[src/rtl/hsv2rgb_pkg.sv]
// Package with the shared types and constants of the HSV to RGB converter.
`default_nettype none

package hsv2rgb_pkg;

    // Channel format: unsigned fixed point, FB fraction bits, one guard bit for 1.0.
    localparam int FB   = 16;
    localparam int CH_W = FB + 1;
    localparam logic [CH_W-1:0] CH_ONE = CH_W'(1) << FB;

    // Hue in 1/64 degree: one sector is 60 degrees, a full turn is 360 degrees.
    localparam int HUE_W      = 15;
    localparam int HUE_SECTOR = 3840;
    localparam int HUE_FULL   = 23040;
    localparam int REM_W      = 12;
    localparam int SECTOR_W   = 3;

    // Reciprocal of the sector width, exact for every remainder shifted up by FB.
    localparam int              RECIP_SHIFT = 40;
    localparam int              RECIP_W     = 29;
    localparam longint unsigned RECIP_MUL   =
        ((64'd1 << RECIP_SHIFT) + HUE_SECTOR - 1) / HUE_SECTOR;

    typedef enum logic [SECTOR_W-1:0] {
        SEC_R_Y = 3'd0,
        SEC_Y_G = 3'd1,
        SEC_G_C = 3'd2,
        SEC_C_B = 3'd3,
        SEC_B_M = 3'd4,
        SEC_M_R = 3'd5
    } sector_t;

    typedef struct packed {
        logic [HUE_W-1:0] hue;
        logic [CH_W-1:0]  saturation;
        logic [CH_W-1:0]  brightness;
    } hsv_t;

    typedef struct packed {
        logic [CH_W-1:0] red;
        logic [CH_W-1:0] green;
        logic [CH_W-1:0] blue;
    } rgb_t;

    typedef struct packed {
        sector_t         sector;
        logic [FB-1:0]   f;
        logic [CH_W-1:0] sat;
        logic [CH_W-1:0] val;
        logic [CH_W-1:0] p;
    } frac_t;

    typedef struct packed {
        sector_t         sector;
        logic [CH_W-1:0] val;
        logic [CH_W-1:0] p;
        logic [CH_W-1:0] q;
        logic [CH_W-1:0] t;
    } term_t;

endpackage

`default_nettype wire

[src/rtl/hsv2rgb_sector.sv]
// Front two pipeline stages: sector split, sector fraction and the p term.
`default_nettype none

module hsv2rgb_sector (
    input  logic                 clk,
    input  logic                 rst_n,
    input  logic                 in_valid,
    output logic                 in_ready,
    input  hsv2rgb_pkg::hsv_t    in_data,
    output logic                 out_valid,
    input  logic                 out_ready,
    output hsv2rgb_pkg::frac_t   out_data
);

    localparam int CW  = hsv2rgb_pkg::CH_W;
    localparam int FBW = hsv2rgb_pkg::FB;
    localparam int HW  = hsv2rgb_pkg::HUE_W;
    localparam int RW  = hsv2rgb_pkg::REM_W;
    localparam int MW  = hsv2rgb_pkg::RECIP_W;

    function automatic logic [CW-1:0] clamp_unit(input logic [CW-1:0] x);
        return (x > hsv2rgb_pkg::CH_ONE) ? hsv2rgb_pkg::CH_ONE : x;
    endfunction

    // Stage A: clamped operands, sector and remainder within the sector.
    logic                   a_valid_reg;
    hsv2rgb_pkg::sector_t   a_sector_reg;
    logic [RW-1:0]          a_rem_reg;
    logic [CW-1:0]          a_sat_reg;
    logic [CW-1:0]          a_val_reg;

    // Stage B: fraction and p.
    logic                   b_valid_reg;
    hsv2rgb_pkg::frac_t     b_data_reg;
    hsv2rgb_pkg::frac_t     b_next;

    logic                   a_ready;
    logic                   b_ready;
    logic [HW-1:0]          hue_eff;
    hsv2rgb_pkg::sector_t   sector_next;
    logic [HW-1:0]          base_next;
    logic [RW+FBW-1:0]      f_num;
    logic [RW+FBW+MW-1:0]   f_prod;
    logic [2*CW-1:0]        p_prod;

    assign b_ready  = !b_valid_reg || out_ready;
    assign a_ready  = !a_valid_reg || b_ready;
    assign in_ready = a_ready;

    // A hue of a full turn or more counts as zero; the sector comes from five
    // parallel compares against the sector boundaries.
    always_comb
    begin
        hue_eff     = (in_data.hue >= HW'(hsv2rgb_pkg::HUE_FULL)) ? '0 : in_data.hue;
        sector_next = hsv2rgb_pkg::SEC_R_Y;
        base_next   = '0;
        for (int k = 1; k < 6; k++)
        begin
            if (hue_eff >= HW'(k * hsv2rgb_pkg::HUE_SECTOR))
            begin
                sector_next = hsv2rgb_pkg::sector_t'(hsv2rgb_pkg::SECTOR_W'(k));
                base_next   = HW'(k * hsv2rgb_pkg::HUE_SECTOR);
            end
        end
    end

    always_ff @(posedge clk or negedge rst_n)
    begin
        if (!rst_n)
        begin
            a_valid_reg <= 1'b0;
        end
        else if (a_ready)
        begin
            a_valid_reg <= in_valid;
        end
    end

    always_ff @(posedge clk)
    begin
        if (a_ready && in_valid)
        begin
            a_sector_reg <= sector_next;
            a_rem_reg    <= RW'(hue_eff - base_next);
            a_sat_reg    <= clamp_unit(in_data.saturation);
            a_val_reg    <= clamp_unit(in_data.brightness);
        end
    end

    // f = (rem << FB) / 3840 through a multiply by the rounded-up reciprocal.
    always_comb
    begin
        f_num         = {a_rem_reg, FBW'(0)};
        f_prod        = f_num * MW'(hsv2rgb_pkg::RECIP_MUL);
        p_prod        = a_val_reg * (hsv2rgb_pkg::CH_ONE - a_sat_reg);
        b_next.sector = a_sector_reg;
        b_next.f      = f_prod[hsv2rgb_pkg::RECIP_SHIFT +: FBW];
        b_next.sat    = a_sat_reg;
        b_next.val    = a_val_reg;
        b_next.p      = p_prod[FBW +: CW];
    end

    always_ff @(posedge clk or negedge rst_n)
    begin
        if (!rst_n)
        begin
            b_valid_reg <= 1'b0;
        end
        else if (b_ready)
        begin
            b_valid_reg <= a_valid_reg;
        end
    end

    always_ff @(posedge clk)
    begin
        if (b_ready && a_valid_reg)
        begin
            b_data_reg <= b_next;
        end
    end

    assign out_valid = b_valid_reg;
    assign out_data  = b_data_reg;

endmodule

`default_nettype wire

[src/rtl/hsv2rgb_terms.sv]
// Middle two pipeline stages: the scaled saturation products, then q and t.
`default_nettype none

module hsv2rgb_terms (
    input  logic                 clk,
    input  logic                 rst_n,
    input  logic                 in_valid,
    output logic                 in_ready,
    input  hsv2rgb_pkg::frac_t   in_data,
    output logic                 out_valid,
    input  logic                 out_ready,
    output hsv2rgb_pkg::term_t   out_data
);

    localparam int CW  = hsv2rgb_pkg::CH_W;
    localparam int FBW = hsv2rgb_pkg::FB;

    // Stage C: s*f and s*(1-f), truncated.
    logic                   c_valid_reg;
    hsv2rgb_pkg::sector_t   c_sector_reg;
    logic [CW-1:0]          c_val_reg;
    logic [CW-1:0]          c_p_reg;
    logic [CW-1:0]          c_sf_reg;
    logic [CW-1:0]          c_sfc_reg;

    // Stage D: q and t.
    logic                   d_valid_reg;
    hsv2rgb_pkg::term_t     d_data_reg;
    hsv2rgb_pkg::term_t     d_next;

    logic                   c_ready;
    logic                   d_ready;
    logic [CW-1:0]          f_comp;
    logic [CW+FBW-1:0]      sf_prod;
    logic [2*CW-1:0]        sfc_prod;
    logic [2*CW-1:0]        q_prod;
    logic [2*CW-1:0]        t_prod;

    assign d_ready  = !d_valid_reg || out_ready;
    assign c_ready  = !c_valid_reg || d_ready;
    assign in_ready = c_ready;

    always_comb
    begin
        f_comp   = hsv2rgb_pkg::CH_ONE - {1'b0, in_data.f};
        sf_prod  = in_data.sat * in_data.f;
        sfc_prod = in_data.sat * f_comp;
    end

    always_ff @(posedge clk or negedge rst_n)
    begin
        if (!rst_n)
        begin
            c_valid_reg <= 1'b0;
        end
        else if (c_ready)
        begin
            c_valid_reg <= in_valid;
        end
    end

    always_ff @(posedge clk)
    begin
        if (c_ready && in_valid)
        begin
            c_sector_reg <= in_data.sector;
            c_val_reg    <= in_data.val;
            c_p_reg      <= in_data.p;
            c_sf_reg     <= sf_prod[FBW +: CW];
            c_sfc_reg    <= sfc_prod[FBW +: CW];
        end
    end

    always_comb
    begin
        q_prod        = c_val_reg * (hsv2rgb_pkg::CH_ONE - c_sf_reg);
        t_prod        = c_val_reg * (hsv2rgb_pkg::CH_ONE - c_sfc_reg);
        d_next.sector = c_sector_reg;
        d_next.val    = c_val_reg;
        d_next.p      = c_p_reg;
        d_next.q      = q_prod[FBW +: CW];
        d_next.t      = t_prod[FBW +: CW];
    end

    always_ff @(posedge clk or negedge rst_n)
    begin
        if (!rst_n)
        begin
            d_valid_reg <= 1'b0;
        end
        else if (d_ready)
        begin
            d_valid_reg <= c_valid_reg;
        end
    end

    always_ff @(posedge clk)
    begin
        if (d_ready && c_valid_reg)
        begin
            d_data_reg <= d_next;
        end
    end

    assign out_valid = d_valid_reg;
    assign out_data  = d_data_reg;

endmodule

`default_nettype wire

[src/rtl/hsv2rgb_route.sv]
// Output stage: routes v, p, q and t to the color channels by sector.
`default_nettype none

module hsv2rgb_route (
    input  logic                 clk,
    input  logic                 rst_n,
    input  logic                 in_valid,
    output logic                 in_ready,
    input  hsv2rgb_pkg::term_t   in_data,
    output logic                 out_valid,
    input  logic                 out_ready,
    output hsv2rgb_pkg::rgb_t    out_data
);

    logic                 out_valid_reg;
    hsv2rgb_pkg::rgb_t    out_data_reg;
    hsv2rgb_pkg::rgb_t    rgb_next;

    assign in_ready = !out_valid_reg || out_ready;

    always_comb
    begin
        unique case (in_data.sector)
            hsv2rgb_pkg::SEC_R_Y: rgb_next = '{in_data.val, in_data.t, in_data.p};
            hsv2rgb_pkg::SEC_Y_G: rgb_next = '{in_data.q, in_data.val, in_data.p};
            hsv2rgb_pkg::SEC_G_C: rgb_next = '{in_data.p, in_data.val, in_data.t};
            hsv2rgb_pkg::SEC_C_B: rgb_next = '{in_data.p, in_data.q, in_data.val};
            hsv2rgb_pkg::SEC_B_M: rgb_next = '{in_data.t, in_data.p, in_data.val};
            hsv2rgb_pkg::SEC_M_R: rgb_next = '{in_data.val, in_data.p, in_data.q};
            default:              rgb_next = '{in_data.val, in_data.p, in_data.q};
        endcase
    end

    always_ff @(posedge clk or negedge rst_n)
    begin
        if (!rst_n)
        begin
            out_valid_reg <= 1'b0;
        end
        else if (in_ready)
        begin
            out_valid_reg <= in_valid;
        end
    end

    always_ff @(posedge clk)
    begin
        if (in_ready && in_valid)
        begin
            out_data_reg <= rgb_next;
        end
    end

    assign out_valid = out_valid_reg;
    assign out_data  = out_data_reg;

endmodule

`default_nettype wire

[src/rtl/hsv_to_rgb_converter_core.sv]
// Top level of the pipelined HSV to RGB pixel converter.
//
// Converts one HSV pixel per clock, while the output is not stalled, into RGB
// with five register stages and no stored state between pixels: each accepted
// transaction yields exactly one result transaction. Throughput is one pixel
// per cycle; it is set by the pipeline itself, since each stage holds one
// pixel and every stage advances whenever the stage after it is empty or
// moving. The stages are: hue sector split and operand clamp, sector
// fraction by reciprocal multiply together with p = v(1-s), the products
// s*f and s*(1-f), the products q and t against value, and finally the
// routing of v, p, q and t to red, green and blue in the output register.
// Hue is in 1/64 degree and a hue of a full turn or more is read as zero;
// saturation, value and the channels are unsigned with 16 fraction bits, and
// a saturation or value above 1.0 is clamped to 1.0. Zero saturation gives a
// grey pixel with every channel equal to value. Each valid bit travels with
// its pixel and ready ripples back stage by stage, so a stalled output fills
// the bubbles in front of it before the input side sees ready fall.
`default_nettype none

module hsv_to_rgb_converter_core (
    input  logic                 clk,
    input  logic                 rst_n,
    input  logic                 hsv_valid,
    output logic                 hsv_ready,
    input  hsv2rgb_pkg::hsv_t    hsv,
    output logic                 rgb_valid,
    input  logic                 rgb_ready,
    output hsv2rgb_pkg::rgb_t    rgb
);

    logic                 frac_valid;
    logic                 frac_ready;
    hsv2rgb_pkg::frac_t   frac_data;
    logic                 term_valid;
    logic                 term_ready;
    hsv2rgb_pkg::term_t   term_data;

    // Sector, fraction and p.
    hsv2rgb_sector u_sector (
        .clk       (clk),
        .rst_n     (rst_n),
        .in_valid  (hsv_valid),
        .in_ready  (hsv_ready),
        .in_data   (hsv),
        .out_valid (frac_valid),
        .out_ready (frac_ready),
        .out_data  (frac_data)
    );

    // Saturation products, then q and t.
    hsv2rgb_terms u_terms (
        .clk       (clk),
        .rst_n     (rst_n),
        .in_valid  (frac_valid),
        .in_ready  (frac_ready),
        .in_data   (frac_data),
        .out_valid (term_valid),
        .out_ready (term_ready),
        .out_data  (term_data)
    );

    // Channel routing into the output register.
    hsv2rgb_route u_route (
        .clk       (clk),
        .rst_n     (rst_n),
        .in_valid  (term_valid),
        .in_ready  (term_ready),
        .in_data   (term_data),
        .out_valid (rgb_valid),
        .out_ready (rgb_ready),
        .out_data  (rgb)
    );

endmodule

`default_nettype wire

[config.mk]
export PLATFORM = sky130hd
export DESIGN_NAME = hsv_to_rgb_converter_core
export DESIGN_NICKNAME = d
export VERILOG_FILES = /design/src/rtl/hsv2rgb_pkg.sv /design/src/rtl/hsv2rgb_sector.sv /design/src/rtl/hsv2rgb_terms.sv /design/src/rtl/hsv2rgb_route.sv /design/src/rtl/hsv_to_rgb_converter_core.sv
export SDC_FILE = /design/constraint.sdc
export NUM_CORES = 2
export LEC_CHECK = 0
export BUFFER_PORTS_ARGS = -buffer_cell sky130_fd_sc_hd__buf_2
export CAP_MARGIN = 20
export CORE_MARGIN = 8
export CORE_UTILIZATION = 28
export CTS_CLUSTER_SIZE = 25
export DETAILED_ROUTE_END_ITERATION = 16
export GPL_TIMING_DRIVEN = 0
export PLACE_DENSITY = 0.46
export SETUP_SLACK_MARGIN = 0.4
export SYNTH_ARGS = -nofsm -noshare
export SYNTH_HDL_FRONTEND = slang
export SYNTH_HIERARCHICAL = 1
export SYNTH_SLANG_ARGS = --single-unit
[constraint.sdc]
create_clock -name clk -period 10.6 [get_ports clk]
set_clock_uncertainty 0.2 [all_clocks]
set_input_delay 2.12 -clock clk [delete_from_list [all_inputs] [get_ports clk]]
set_output_delay 2.12 -clock clk [all_outputs]
set_load 0.03 [all_outputs]
## After elaboration in Yosys (flattened, before gate mapping)

Cells that the tools add are included.

- Register bits after elaboration: 317
- Output and inout bits: 53
- Logic and storage cells: 79

- Add/subtract/negate cells: 5
- $mul: 6
- Order comparisons: 8
- Eq/ne operators: 4
- Muxes and demuxes: 11
- Reduce and logical (&&, ||, !) cells: 17

Operators with widths:

| cell | number |
|---|---|
| 51-bit one-hot mux with 5 select lines | 1 |
| 17-bit by 34-bit multiplier with 33-bit output | 3 |
| 12-bit 2-to-1 mux | 5 |
| 17-bit by 17-bit subtractor with 18-bit output, first input constant | 3 |
| 12-bit by 28-bit multiplier with 39-bit output, second input constant | 1 |
| 17-bit > comparator, second input constant | 2 |
| 17-bit by 16-bit multiplier with 33-bit output | 1 |
| 17-bit by 17-bit multiplier with 33-bit output | 1 |
| 15-bit by 14-bit >= comparator with 1-bit output, second input constant | 2 |
| 15-bit >= comparator, second input constant | 2 |
| 17-bit by 16-bit subtractor with 17-bit output, first input constant | 1 |
| 15-bit by 12-bit >= comparator with 1-bit output, second input constant | 1 |
| 15-bit by 13-bit >= comparator with 1-bit output, second input constant | 1 |
| 15-bit 2-to-1 mux | 1 |
| 12-bit subtractor | 1 |
| 3-bit by 2-bit equality test with 1-bit output, second input constant | 2 |
| 3-bit 2-to-1 mux | 2 |
| 1-bit logical AND | 5 |
| 1-bit zero test | 5 |
| 1-bit logical OR | 5 |
| 3-bit by 1-bit equality test with 1-bit output, second input constant | 1 |
| 3-bit equality test, second input constant | 1 |
| 3-bit zero test | 1 |
| 1-bit 2-to-1 mux | 2 |
| 2-bit OR reduction | 1 |

## Logic depth before layout (Yosys ltp)

- Word-level depth: 9
- Depth in mapped cells: 33

## Hierarchy

Netlist, hierarchy kept.

Modules (own cells, without submodules):

| module | times used | cells each | area each (sq um) | seq. area each (sq um) |
|---|---|---|---|---|
| hsv2rgb_terms | 1 | 4481 | 41614.9 | 4314.1 |
| hsv2rgb_sector | 1 | 1491 | 15382.3 | 3623.5 |
| hsv2rgb_route | 1 | 328 | 3636.0 | 1556.5 |

## Worst setup path before layout

OpenSTA, ideal clock, no wires.

- Kind: flip-flop to flip-flop
- From: reg u_sector.a_sat_reg[0]
- To: reg u_sector.b_data_reg (netlist bit u_sector/out_data[14]), data pin
- Library setup time: 0.258 ns
- Arrival: 7.663 ns
- Slack: 2.479 ns
- Stages on the path, launching flop included: 29
- Path buffers: 3
- Cells stage by stage: edfxtp_1 buf_2 clkbuf_1 inv_1 ha_1 nand2_1 or2_1 or3_4 nor4_4 xor2_2 buf_2 nand2_1 fa_1 fa_1 fa_1 fa_1 fa_1 fa_1 inv_1 ha_1 a21o_1 a21o_1 a21o_1 a221o_1 a31o_2 a211oi_2 o21bai_1 a21o_1 xor2_1

- Longest elaborated chain between the ends: 2

Ends and longest elaborated chain:

| element | line | RTL |
|---|---|---|
| from (decl) | hsv2rgb_sector.sv:29 | `logic [CW-1:0] a_sat_reg;` |
| from (signal assigned) | hsv2rgb_sector.sv:85 | `a_sat_reg <= clamp_unit(in_data.saturation);` |
| 17-bit by 17-bit subtractor with 18-bit output | hsv2rgb_sector.sv:95 | `p_prod = a_val_reg * (hsv2rgb_pkg::CH_ONE - a_sat_reg);` |
| 17-bit by 34-bit multiplier with 33-bit output | hsv2rgb_sector.sv:95 |  |
| named net u_sector.p_prod[30] | hsv2rgb_sector.sv:44 | `logic [2*CW-1:0] p_prod;` |
| to (signal assigned) | hsv2rgb_sector.sv:119 | `b_data_reg <= b_next;` |
| to (decl) | hsv2rgb_sector.sv:34 | `hsv2rgb_pkg::frac_t b_data_reg;` |

The timed path passes the listed nets, and every way through them passes these cells.
A chain may end at the register's enable or synchronous reset.

## Worst setup path after layout

- From: reg u_sector.a_sat_reg[0]
- To: reg u_sector.b_data_reg (netlist bit u_sector/out_data[16]), data pin

Same word-level chain as after synthesis.

==> results by group <==
Placement
  • IO buf count: 105
  • Final HPWL from detailed placement: 152000 um
  • Final Wtd Congestion: 0.868

Yosys
  • Yosys warning total: 6
  • Synth top cells by count: inv_1 (1469), fa_1 (1160), nand2_1 (983), ha_1 (585), and2_1 (522)
  • Top cell type by total area after synthesis: fa_1
  • Post-synth EDFFs: 312
  • Synth area leaders: fa_1 (38%), edfxtp_1 (15%), ha_1 (12%)
  • Distinct cells, synth: 82
  • Top FF cell, synth: edfxtp_1
  • Async set or reset register ratio after synthesis: 1.58%
  • Post-Syn Nets: 8098
  • Synthesized instance count: 6300
  • Share of the synthesized area in the top cell type: 38.3%
  • Mapped Area: 0.0606 mm2
  • #FFs+latches synth: 317
  • Count leader, synth: inv_1
  • Syn Area/Cell: 9.62 um2
  • Sequential area share after synthesis: 15.7%

Critical path
  • CP Launch Type: register
  • Slowest cell delay on critical path: 720 ps
  • Arrival time worst endpoint: 9710 ps
  • CP Capture Type: register
  • Critical path fanouts, max: 10
  • Worst EP required: 10680 ps
  • Crit Path Class: register to register
  • Crit path to: u_sector/out_data[16]
  • Worst Setup SP: u_sector/a_sat_reg[0]
  • CP most frequent cell: fa_1
  • RR Startpoint: u_sector/a_sat_reg[0]
  • Setup slack, reg-to-reg: 970 ps
  • Worst reg2reg path depth: 28
  • Worst R2R End: u_sector/out_data[16]
  • Slowest cell on crit path: xnor2_1

Timing
  • RSZ-0062 raised after global routing: true
  • Final setup violation count: 0
  • Final setup TNS: 0 ps
  • Slew @ Worst Pin: 1200 ps
  • Post-layout min period: 9630 ps
  • Slew Viols, Final: 0
  • Fin. Hold Viols: 0
  • Achievable frequency: 104 MHz
  • Worst rel slew slack: 19.8%
  • Final period utilization: 90.9%

Job
  • Max-cap violations: 0

Drt
  • Vias/cell: 4.55
  • Routed wire per std cell: 19.7 um
  • 1st-iter DRT viols: 2402
  • Drt first pass iters: 7
  • Via count: 42.5k
  • Drt total wl: 184000 um
  • DRC: 0
  • ANT nets after route: 0

Status
  • Outcome: finished clean

Cells and area
  • Final net count: 8263
  • Layout Utilization: 30.7%
  • Layout cells sized above 1: 5.13%
  • Max reg flops: 71
  • Fillers: 22.7k
  • Area Overhead vs Synth: 9.35%

Clock tree
  • Hold_buf cts: 0
  • Longest Clk Path Bufs: 3
  • CTS clk-pin slew, worst paths: 60 ps
  • CTS Root Cell: clkbuf_16
  • CTS Buf Count: 37
  • Clock latency on the worst-skew pair: 590 ps
  • H-tree levels: 2
  • Sink Count: 317
  • TritonCTS clock tree: yes
  • Post-CTS setup buffer count: 0

Floorplan
  • Core ar.: 0.216 mm2
  • Die area: 0.232 mm2
  • IO Count: 106
  • Die W: 481 um
  • Starting Density: 28.0%
  • Die H: 481 um
  • Core Rows: 171

GRT
  • Largest net degree at the start of global routing: 64
  • Initial antenna violation count: 10
  • Gr ovfl total: 0
  • Gr usage total: 15.9%
  • First-pass GRT wire length: 285000 um
  • Number of global-route vias before repair: 46.4k

Min path
  • Class of the worst hold path: register to register
-- how the worst min path moves through the flow --
stage	start	end	slack, ps	cells after the start
floorplan	u_sector/a_sector_reg[0]	u_sector/out_data[67]	200	0
global placement	u_sector/out_data[16]	u_terms/c_p_reg[16]	200	0
detailed placement	u_sector/out_data[7]	u_terms/c_p_reg[7]	200	0
CTS	u_sector/out_data[3]	u_terms/c_p_reg[3]	180	0
global route	u_sector/out_data[6]	u_terms/c_p_reg[6]	200	0
finish	u_sector/out_data[3]	u_terms/c_p_reg[3]	190	0
-- what timing repair did --
item                       in CTS  in global routing
resized for setup               0                 12
hold endpoints to repair        0                  0
setup endpoints to repair       0                  8
-- layout by cell type, fill, tap and decap left out, types with 69 or more instances in the layout --
cell type / count
clkbuf_1: 251
o21ai_0: 69
ha_1: 585
fa_1: 1160
a21oi_1: 82
and2_1: 517
buf_2: 121
inv_1: 1469
nor2_1: 110
edfxtp_1: 312
nand2_1: 983
xnor2_1: 109
-- cell families after synthesis --
kind of cell / count (synthesis) / share of synthesized area [%]
multiplexers: 85 / 1.60
adder cells (fa/ha/maj): 1745 / 50.4
buffers and inverters: 1755 / 11.0
flip-flops: 317 / 15.7
AND/OR/NAND/NOR: 1861 / 14.8
AO/OA/AOI/OAI: 361 / 4.01
XOR/XNOR: 176 / 2.57
-- critical path, delay by kind of cell (launching register included) --
kind                     cells  cell delay, ps
buffers and inverters        5            1560
adder cells (fa/ha/maj)      8            3740
XOR/XNOR                     2             890
AO/OA/AOI/OAI                8            1970
AND/OR/NAND/NOR              5             660
flip-flops                   1             330
-- routing by layer --
layer,global-route usage (%),share of wire [%],vias up
met5,0,0.013,-
met4,3.13,2.0,4
met3,2.32,5.5,214
met1,22.6,47,21900
met2,25.9,46,1084
li1,-,-,19300
-- metrics by stage --
| step | instances | area (um2) | worst slack [ps] | hold WS, ps |
|---|---|---|---|---|
| global placement | 9259 | 64700 | 90.2 | 203 |
| detailed placement | 9277 | 65000 | 629 | 205 |
| floorplan | 6300 | 60600 | 2480 | 200 |
| global route | 9347 | 66300 | 386 | 199 |
| CTS | 9344 | 66200 | 582 | 182 |
| finish | 9348 | 66300 | 969 | 189 |
-- cell type report --
cell class                      count  area [um2]  share of cell area [%]
Multi-Input combinational cell   4228       44600                    67.2
Sequential cell                   317        9490                    14.3
Inverter                         1469        5510                    8.32
Tap cell                         2854        3570                    5.39
Buffer                            286        1140                    1.73
Clock buffer                       45         976                    1.47
Timing Repair Buffer              126         779                    1.18
Clock inverter                     22         268                   0.404
Antenna cell                        1        2.50                 0.00377
Power is left out: the tool's default activity adds up to more than one toggle a clock period on the data nets, which glitch-free logic cannot reach.
